--- src/lsm_pkg.sv ---
// Package for the LCD serial link master: codes, result types and constants.
`default_nettype none
package lsm_pkg;

	// Poll counter and poll limit widths
	localparam int POLL_COUNT_WIDTH = 20;
	localparam int POLL_LIMIT_W     = 20;
	localparam int CMP_W = (POLL_COUNT_WIDTH > POLL_LIMIT_W) ? POLL_COUNT_WIDTH : POLL_LIMIT_W;
	localparam logic [POLL_LIMIT_W-1:0] POLL_LIMIT_RST = POLL_LIMIT_W'(100000);

	// Output queue: room for one item's full burst plus one in flight
	localparam int MAX_RES = 3;
	localparam int QDEPTH  = 4;
	localparam int QCW     = $clog2(QDEPTH + 1);

	// Link bytes
	localparam logic [7:0] BYTE_POLL     = 8'hFC;
	localparam logic [7:0] BYTE_SYNC_CMD = 8'hF8;
	localparam logic [7:0] BYTE_SYNC_DAT = 8'hFA;
	localparam logic [7:0] BYTE_SYNC_RD  = 8'hFE;
	localparam logic [7:0] BUSY_MASK     = 8'h80;
	localparam logic [7:0] HI_MASK       = 8'hF0;
	localparam logic [7:0] LO_MASK       = 8'h0F;

	typedef enum logic [1:0] {
		REQ_WR_CMD = 2'd0,
		REQ_WR_DAT = 2'd1,
		REQ_RD_DAT = 2'd2,
		REQ_RX     = 2'd3
	} req_t;

	typedef enum logic [1:0] {
		KIND_TX      = 2'd0,
		KIND_DATA    = 2'd1,
		KIND_TIMEOUT = 2'd2
	} kind_t;

	typedef enum logic [2:0] {
		PH_IDLE    = 3'd0,
		PH_BUSY_RX = 3'd1,
		PH_READ_RX = 3'd2
	} phase_t;

	typedef struct packed {
		kind_t      kind;
		logic [7:0] data;
		logic       last;
	} result_t;

	// Results of one processed item, packed from position 0
	typedef struct packed {
		logic [1:0]              cnt;
		result_t [MAX_RES-1:0]   res;
	} step_out_t;

endpackage
`default_nettype wire

--- src/lcd_serial_link_master.sv ---
// Items wait in the input register; results are registered in the queue.
// Throughput: with out_stall low, one item per cycle while items yield at most
//   one result, and results leave a four-entry queue one per cycle; an item is
//   held in the input register until the queue has room for three results.
// Reset: arst_n clears state to idle, empties the queue, poll_limit to 100000.
// Top level of the LCD serial link master.
`default_nettype none
module lcd_serial_link_master (
	input  wire logic                             clk,
	input  wire logic                             arst_n,
	input  wire logic                             in_valid,
	output logic                                  in_stall,
	input  wire logic [1:0]                       req_type,
	input  wire logic [7:0]                       data_byte,
	input  wire logic                             cfg_valid,
	output logic                                  cfg_ready,
	input  wire logic [lsm_pkg::POLL_LIMIT_W-1:0] cfg_data,
	output logic                                  out_valid,
	input  wire logic                             out_stall,
	output logic [1:0]                            out_kind,
	output logic [7:0]                            out_byte,
	output logic                                  last
);
	import lsm_pkg::*;

	step_out_t step;
	result_t   head;
	logic      room;

	assign cfg_ready = 1'b1;

	lsm_ctrl u_ctrl (
		.clk       (clk),
		.arst_n    (arst_n),
		.in_valid  (in_valid),
		.in_stall  (in_stall),
		.req_type  (req_type),
		.data_byte (data_byte),
		.cfg_we    (cfg_valid && cfg_ready),
		.cfg_data  (cfg_data),
		.room      (room),
		.step      (step)
	);

	lsm_outq u_outq (
		.clk       (clk),
		.arst_n    (arst_n),
		.step      (step),
		.room      (room),
		.out_valid (out_valid),
		.out_stall (out_stall),
		.head      (head)
	);

	assign out_kind = head.kind;
	assign out_byte = head.data;
	assign last     = head.last;

endmodule
`default_nettype wire

--- src/lsm_ctrl.sv ---
// Input register and request/poll sequencing for the LCD serial link master.
`default_nettype none
module lsm_ctrl (
	input  wire logic                             clk,
	input  wire logic                             arst_n,
	input  wire logic                             in_valid,
	output logic                                  in_stall,
	input  wire logic [1:0]                       req_type,
	input  wire logic [7:0]                       data_byte,
	input  wire logic                             cfg_we,
	input  wire logic [lsm_pkg::POLL_LIMIT_W-1:0] cfg_data,
	input  wire logic                             room,
	output lsm_pkg::step_out_t                    step
);
	import lsm_pkg::*;

	logic                        valid_s1;
	logic [1:0]                  req_s1;
	logic [7:0]                  byte_s1;
	logic                        in_acc;
	logic                        fire;

	phase_t                      phase_q, phase_d;
	logic [1:0]                  op_q, op_d;
	logic [7:0]                  pbyte_q, pbyte_d;
	logic [7:0]                  first_q, first_d;
	logic                        rxi_q, rxi_d;
	logic [POLL_COUNT_WIDTH-1:0] pcnt_q, pcnt_d;
	logic [POLL_LIMIT_W-1:0]     limit_q;

	logic                        do_poll;
	logic [POLL_COUNT_WIDTH-1:0] poll_c;
	logic [7:0]                  joined;

	// Input register handshake
	assign fire     = valid_s1 && room;
	assign in_stall = valid_s1 && !room;
	assign in_acc   = in_valid && !in_stall;

	always_ff @(posedge clk or negedge arst_n) begin
		if (!arst_n) begin
			valid_s1 <= 1'b0;
		end else if (in_acc) begin
			valid_s1 <= 1'b1;
		end else if (fire) begin
			valid_s1 <= 1'b0;
		end
	end

	always_ff @(posedge clk) begin
		if (in_acc) begin
			req_s1  <= req_type;
			byte_s1 <= data_byte;
		end
	end

	assign joined = (first_q & HI_MASK) | (byte_s1 & LO_MASK);

	// Step logic: state update and up to three results
	always_comb begin
		phase_d  = phase_q;
		op_d     = op_q;
		pbyte_d  = pbyte_q;
		first_d  = first_q;
		rxi_d    = rxi_q;
		pcnt_d   = pcnt_q;
		do_poll  = 1'b0;
		poll_c   = pcnt_q;
		step.cnt = 2'd0;
		step.res = '0;

		if (fire) begin
			if (req_s1 != REQ_RX) begin
				if (phase_q == PH_IDLE) begin
					op_d    = req_s1;
					pbyte_d = byte_s1;
					do_poll = 1'b1;
					poll_c  = '0;
				end
			end else if (phase_q != PH_IDLE) begin
				if (!rxi_q) begin
					first_d = byte_s1;
					rxi_d   = 1'b1;
				end else begin
					rxi_d = 1'b0;
					if (phase_q == PH_READ_RX) begin
						step.cnt    = 2'd1;
						step.res[0] = '{kind: KIND_DATA, data: joined, last: 1'b1};
						phase_d     = PH_IDLE;
					end else if ((joined & BUSY_MASK) != 8'h00) begin
						do_poll = 1'b1;
					end else if (op_q == REQ_RD_DAT) begin
						step.cnt    = 2'd1;
						step.res[0] = '{kind: KIND_TX, data: BYTE_SYNC_RD, last: 1'b0};
						phase_d     = PH_READ_RX;
					end else begin
						step.cnt    = 2'd3;
						step.res[0] = '{kind: KIND_TX,
							data: (op_q == REQ_WR_CMD) ? BYTE_SYNC_CMD : BYTE_SYNC_DAT,
							last: 1'b0};
						step.res[1] = '{kind: KIND_TX, data: pbyte_q & HI_MASK, last: 1'b0};
						step.res[2] = '{kind: KIND_TX, data: {pbyte_q[3:0], 4'h0},
							last: 1'b1};
						phase_d     = PH_IDLE;
					end
				end
			end

			// Busy poll with timeout check
			if (do_poll) begin
				step.res[0] = '{kind: KIND_TX, data: BYTE_POLL, last: 1'b0};
				rxi_d       = 1'b0;
				if (CMP_W'(poll_c) > CMP_W'(limit_q)) begin
					step.cnt    = 2'd2;
					step.res[1] = '{kind: KIND_TIMEOUT, data: 8'h00, last: 1'b1};
					phase_d     = PH_IDLE;
					pcnt_d      = poll_c;
				end else begin
					step.cnt = 2'd1;
					phase_d  = PH_BUSY_RX;
					pcnt_d   = (poll_c == '1) ? poll_c : poll_c + 1'b1;
				end
			end
		end
	end

	// State and configuration registers
	always_ff @(posedge clk or negedge arst_n) begin
		if (!arst_n) begin
			phase_q <= PH_IDLE;
			op_q    <= '0;
			pbyte_q <= '0;
			first_q <= '0;
			rxi_q   <= 1'b0;
			pcnt_q  <= '0;
			limit_q <= POLL_LIMIT_RST;
		end else begin
			phase_q <= phase_d;
			op_q    <= op_d;
			pbyte_q <= pbyte_d;
			first_q <= first_d;
			rxi_q   <= rxi_d;
			pcnt_q  <= pcnt_d;
			if (cfg_we) begin
				limit_q <= cfg_data;
			end
		end
	end

endmodule
`default_nettype wire

--- src/lsm_outq.sv ---
// Result queue: takes a burst of up to three results, issues one per transaction.
`default_nettype none
module lsm_outq (
	input  wire logic               clk,
	input  wire logic               arst_n,
	input  wire lsm_pkg::step_out_t step,
	output logic                    room,
	output logic                    out_valid,
	input  wire logic               out_stall,
	output lsm_pkg::result_t        head
);
	import lsm_pkg::*;

	result_t        slot_q [QDEPTH];
	result_t        slot_d [QDEPTH];
	logic [QCW-1:0] cnt_q, cnt_d, cnt_pop;
	logic           pop;

	assign out_valid = (cnt_q != '0);
	assign pop       = out_valid && !out_stall;
	assign head      = slot_q[0];
	// A full burst fits whatever the output side does this cycle
	assign room      = (cnt_q <= QCW'(QDEPTH - MAX_RES));
	assign cnt_pop   = cnt_q - QCW'(pop);
	assign cnt_d     = cnt_pop + QCW'(step.cnt);

	// Shift on pop, append the new burst behind the survivors
	always_comb begin
		logic [QCW-1:0] off;
		for (int i = 0; i < QDEPTH; i++) begin
			off       = QCW'(i) - cnt_pop;
			slot_d[i] = slot_q[i];
			if (QCW'(i) < cnt_pop) begin
				if (pop && i < QDEPTH - 1) begin
					slot_d[i] = slot_q[(i < QDEPTH - 1) ? i + 1 : i];
				end
			end else if (off < QCW'(step.cnt)) begin
				slot_d[i] = step.res[off[1:0]];
			end
		end
	end

	always_ff @(posedge clk or negedge arst_n) begin
		if (!arst_n) begin
			cnt_q <= '0;
		end else begin
			cnt_q <= cnt_d;
		end
	end

	always_ff @(posedge clk) begin
		for (int i = 0; i < QDEPTH; i++) begin
			slot_q[i] <= slot_d[i];
		end
	end

endmodule
`default_nettype wire

--- config.mk ---
export PLATFORM = sky130hd
export DESIGN_NAME = lcd_serial_link_master
export DESIGN_NICKNAME = d
export VERILOG_FILES = /design/src/lsm_pkg.sv /design/src/lcd_serial_link_master.sv /design/src/lsm_ctrl.sv /design/src/lsm_outq.sv
export SDC_FILE = /design/constraint.sdc
export NUM_CORES = 1
export LEC_CHECK = 0
export BUFFER_PORTS_ARGS = -buffer_cell sky130_fd_sc_hd__buf_4
export CORE_ASPECT_RATIO = 1.5
export CORE_MARGIN = 4
export CORE_UTILIZATION = 40
export CTS_CLUSTER_DIAMETER = 80
export DETAILED_ROUTE_END_ITERATION = 10
export GPL_TIMING_DRIVEN = 0
export PLACE_DENSITY = 0.55
export SLEW_MARGIN = 10
export SYNTH_ARGS = -nofsm -noshare
export SYNTH_HDL_FRONTEND = slang
export SYNTH_SLANG_ARGS = --single-unit
--- constraint.sdc ---
create_clock -name clk -period 6.85 [get_ports clk]
set_clock_uncertainty 0.1 [all_clocks]
set_input_delay 1.0275 -clock clk [delete_from_list [all_inputs] [get_ports clk]]
set_output_delay 1.0275 -clock clk [all_outputs]
set_load 0.01 [all_outputs]
# ---- After elaboration in Yosys (flattened, before gate mapping)
# Memories as Yosys holds them, arrays and structs flattened.
# Index checks and enable logic that the tools add are counted.
dict set report totals {
  mem_bits_rw 44
  mem_count 1
  rom_bits 0
  wordCells 122
  ff_bits 76
  latchBits 0
  output_inout_bits 14
}
# name words width rd rd_clocked_by_memory_dff wr line_no
set memory_table {}
lappend memory_table {u_outq.slot_q 4 11 4 0 4 lsm_outq.sv:14} ;# result_t slot_q [QDEPTH];
dict set report op_classes {
  mul 0
  div_mod_pow 0
  eq_ne 6
  order_cmp 14
  n_shift 0
  add_sub_neg 7
  n_bitwise 3
  n_reduce_logical 19
  n_mux 61
}
# op count
set ops {}
lappend ops {{11-bit 2-to-1 mux} 17}
lappend ops {{35-bit 2-to-1 mux} 5}
lappend ops {{20-bit 2-to-1 mux} 6}
lappend ops {{11-bit binary-select mux with 2-bit select} 4}
lappend ops {{22-bit 2-to-1 mux} 2}
lappend ops {{20-bit by 1-bit adder with 20-bit output, second input constant} 1}
lappend ops {{20-bit == test, second input constant} 1}
lappend ops {{20-bit > comparator} 1}
lappend ops {{3-bit 2-to-1 mux} 6}
lappend ops {{1-bit 2-to-1 mux} 14}
lappend ops {{2-bit by 3-bit < comparator with 1-bit output, second input constant} 4}
lappend ops {{3-bit by 2-bit < comparator with 1-bit output} 4}
lappend ops {{2-bit 2-to-1 mux} 6}
lappend ops {{9-bit 2-to-1 mux} 1}
lappend ops {{8-bit by 4-bit bitwise OR with 8-bit output} 1}
lappend ops {{1-bit by 3-bit < comparator with 1-bit output, first input constant} 2}
lappend ops {{2-bit by 3-bit < comparator with 1-bit output, first input constant} 2}
lappend ops {{3-bit AND reduction} 2}
lappend ops {{2-bit nonzero test} 3}
lappend ops {{3-bit nonzero test} 2}
lappend ops {{1-bit by 3-bit subtractor with 3-bit output, first input constant} 2}
lappend ops {{2-bit by 3-bit subtractor with 3-bit output, first input constant} 2}
lappend ops {{5-bit AND reduction} 1}
lappend ops {{1-bit logical AND} 4}
lappend ops {{13 further kinds} 17}

# ---- Logic depth before layout (Yosys ltp)
dict set report logic_depth {
  ltp_word 15
  depth_mapped 17
  ltp_nobuf 15
}

# ---- Modules after synthesis
# From an unflattened synthesis, not the netlist that was laid out.
dict set report unflattened {
  hier_cells 625
  area_unflattened_um2 6851.6
}
# module instances area_each_um2 cells_per_inst
set modules_own_cells {}
lappend modules_own_cells {lsm_ctrl 1 4097.7 411}
lappend modules_own_cells {lsm_outq 1 2742.6 212}
lappend modules_own_cells {lcd_serial_link_master 1 11.3 2}

# ---- Worst setup path before layout
# OpenSTA, ideal clock, no wires.
dict set report synth_path {
  path_kind {flip-flop to flip-flop}
  start {register, netlist name u_ctrl.req_s1[0]}
  end {memory u_outq.slot_q[2][0] (netlist name) (enable)}
  setup_time_ns 0.412
  stages_incl_launch_ff 17
  t_arrival_ns 4.602
  slack_ns 1.735
  t_required_ns 6.338
  period_less_slack_ns 5.115
  path_cell_list {edfxtp_1 -> a211o_1 -> clkbuf_1 -> clkbuf_1 -> clkbuf_1 -> and2_1 -> ha_1 -> nand4_1 -> nor4_2 -> o21ai_1 -> nand3_1 -> o21ai_2 -> nand2_1 -> o21ai_0 -> ha_1 -> nor2b_1 -> o41ai_1}
}
# item line_no
set synth_rtl {}
lappend synth_rtl {{end, declared} lsm_outq.sv:14}

==> impl_metrics.ini <==
[cells_and_area]
fin_nets = 794
final_cell_mix = nand2_1, o21ai_0, dfrtp_1
drive_gt1_frac = 0.174
seq_area_um2 = 3160
fill_cells = 1492
fin_area_um2 = 7640
layout_commonest_cell = nand2_1
area_delta_synth_final_pct = 19.1
multi_input_area_um2 = 3000
diodes = 0

[detailed_routing]
postRouteWirelength_mm = 16.7
antenna_left = 0
vias = 5175
drtPass1Iterations = 5
drtIter0Drc = 229
wire_per_inst_um = 17.8
route.detailed.drc = 0
viasPerCell = 5.52

[worst_hold_path]
hp-class = reg -> reg
whs_endpoint = u_ctrl.pcnt_q[9]$_DFFE_PN0P_
hold_depth = 1
hold_path.startpoint = u_ctrl.pcnt_q[9]$_DFFE_PN0P_

[timing]
fin_crit_sh = 0.817
fmaxAchievable_ghz = 0.179
whs_ns = 0.403
timing.final.ws_setup_ns = 1.25
maxSlewViolCount = 0
setup_viol = 0
fin_tns_setup_ns = 0
hold_viol_final = 0
rsz0062_at_grt = false
worstMarginPinSlew_ns = 1.04
period_minus_slack_ns = 5.60
max_slew_margin = 0.307

[critical_path]
path_cells = a211o_1, clkbuf_1, clkbuf_1, clkbuf_1, and2_1, ha_1, nor2b_1, o211a_1, o21ai_1, nand3_1, o21ai_2, nand2_1, o21ai_0, ha_1, nor2b_1, o41ai_2, buf_4
critPathLaunchType = flip-flop
path_delay_family = compound AO/OA/AOI/OAI gates
r2r_start = u_ctrl.req_s1[1]$_DFFE_PP_
worstPathMaxFanout = 10
r2r_cells = 17
cp.arrival_ns = 5.61
cp-end-kind = flip-flop
cp-startpoint = u_ctrl.req_s1[1]$_DFFE_PP_
cp_slowest_cell = o41ai_2
reg2reg_to = u_outq.slot_q[2][7]$_DFFE_PP_
required_ns = 6.86
reg2reg_slack_ns = 1.25
crit_type = reg -> reg
worstPathBufferInverterCount = 4
cp.depth = 17
critPathMaxStageDelay_ns = 0.56
crit_top_cell = clkbuf_1

[cts]
clk_latency_ns = 0.41
postCtsSetupBuffers = 0
cts_buffers = 17
cts_tree = built
htreeDepth = 4
ctsResizeCount = 0
postCtsHoldBufs = 0
cts.path.max_buffers = 2
clk_pin_slew_ns = 0.06
clock_sinks = 115
root_buffer = clkbuf_16

[power]
p_per_area_nw_per_um2 = 455
irDropWorstVdd_mv = 0.222
power_uw = 3480
leakagePower_uw = 0.00323

[run_status]
status = complete, no violations

[grt]
grt_max_degree = 62
grtUsageTotal = 0.192
antenna_found_initial = 0
grt_pass1_vias = 5444
overflow = 0
grt_pass1_wl_mm = 27.7

[yosys]
ys_seq_area_frac = 0.492
ys.flop_type = dfrtp_1
synthArstFlopShare = 0.530
ys_ff_latch = 115
yosysWarningCount = 0
synth_edf_count = 54
synth.net_count = 726
netlist_instances = 653
syn_avg_cell_area_um2 = 9.83
yosysUniqueCellTypes = 72
synth.cell_area_um2 = 6420

[die]
io_pins = 49
rows = 56
die_width_um = 111
die_y_um = 163
initial_core_util = 0.409
core-area_um2 = 15700
die-area_um2 = 18200

[place]
place_congestion = 0.861
pre_cts_ws_ns = 1.19
place_hpwl_mm = 13.0
io_buffers = 46
dpl-instance-area_um2 = 7060

[flow_run]
drv_cap = 0
cell families after synthesis:
family / Yosys count / synth area share
simple gates: 240 / 0.183
buf+inv: 73 / 0.0443
mux: 17 / 0.0294
flops: 115 / 0.492
compound gates: 151 / 0.148
fa+ha+maj: 38 / 0.0753
other cells: 1 / 0.000584
xor+xnor: 18 / 0.0269
Yosys cell counts, drive strengths merged, types with 5 or more instances:
master | n | area, um2
inv | 42 | 158
o21ai | 64 | 324
clkbuf | 25 | 93.8
xnor2 | 6 | 67.6
and2 | 24 | 153
dfrtp | 55 | 1380
a21oi | 31 | 155
nand4 | 15 | 100
buf | 5 | 28.8
ha | 37 | 463
a31oi | 6 | 37.5
and3 | 12 | 80.1
o22ai | 9 | 56.3
edfxtp | 54 | 1620
nor3 | 6 | 30.0
nor2 | 38 | 148
nand2 | 106 | 398
mux2 | 15 | 169
dfstp | 6 | 158
nand3 | 16 | 85.1
xor2 | 12 | 105
power breakdown:
| part | internal, uW | total (uW) | switching (uW) |
|---|---|---|---|
| sequential | 1070 | 1200 | 132 |
| clock | 537 | 868 | 331 |
| combinational | 480 | 1410 | 930 |
flip-flops by register name, indices dropped and copies added, names as in the netlist:
name / cells
u_ctrl.byte_s1: 8
u_ctrl.pbyte_q: 8
u_ctrl.phase_q: 2
u_ctrl.op_q: 2
u_ctrl.valid_s1: 1
u_ctrl.pcnt_q: 20
u_outq.slot_q: 44
u_outq.cnt_q: 3
u_ctrl.first_q: 4
u_ctrl.limit_q: 20
u_ctrl.rxi_q: 1
u_ctrl.req_s1: 2
per-layer routing:
layer	wire, um	GRT usage	up-vias
met5	0	0	-
met2	9680	0.383	140
met3	564	0.0322	26
met1	5940	0.193	2541
li1	-	-	2468
met4	528	0.0819	0
area by class of cell:
| class | count | area share |
|---|---|---|
| Clock buffer | 17 | 0.0557 |
| Buffer | 30 | 0.0160 |
| Inverter | 43 | 0.0211 |
| Tap cell | 203 | 0.0332 |
| Sequential cell | 115 | 0.413 |
| Multi-Input combinational cell | 465 | 0.392 |
| Clock inverter | 15 | 0.0208 |
| Timing Repair Buffer | 49 | 0.0478 |
how the worst max path moves through the flow:
stage                               endpoint  slack (ns)
2_1_floorplan  u_outq.slot_q[2][0]$_DFFE_PP_        1.74
3_3_place_gp   u_outq.slot_q[2][4]$_DFFE_PP_        0.06
3_5_place_dp   u_outq.slot_q[3][2]$_DFFE_PP_        1.19
4_1_cts        u_outq.slot_q[3][8]$_DFFE_PP_        1.18
5_1_grt        u_outq.slot_q[3][8]$_DFFE_PP_        0.69
6_report       u_outq.slot_q[2][7]$_DFFE_PP_        1.25
per-stage QoR:
stage,std cells,util
finish,937,0.487
global route,937,0.487
CTS,937,0.487
detailed placement,905,0.450
global placement,902,0.447
floorplan,653,-
No activity file was read; power rests on OpenSTA's default activity.
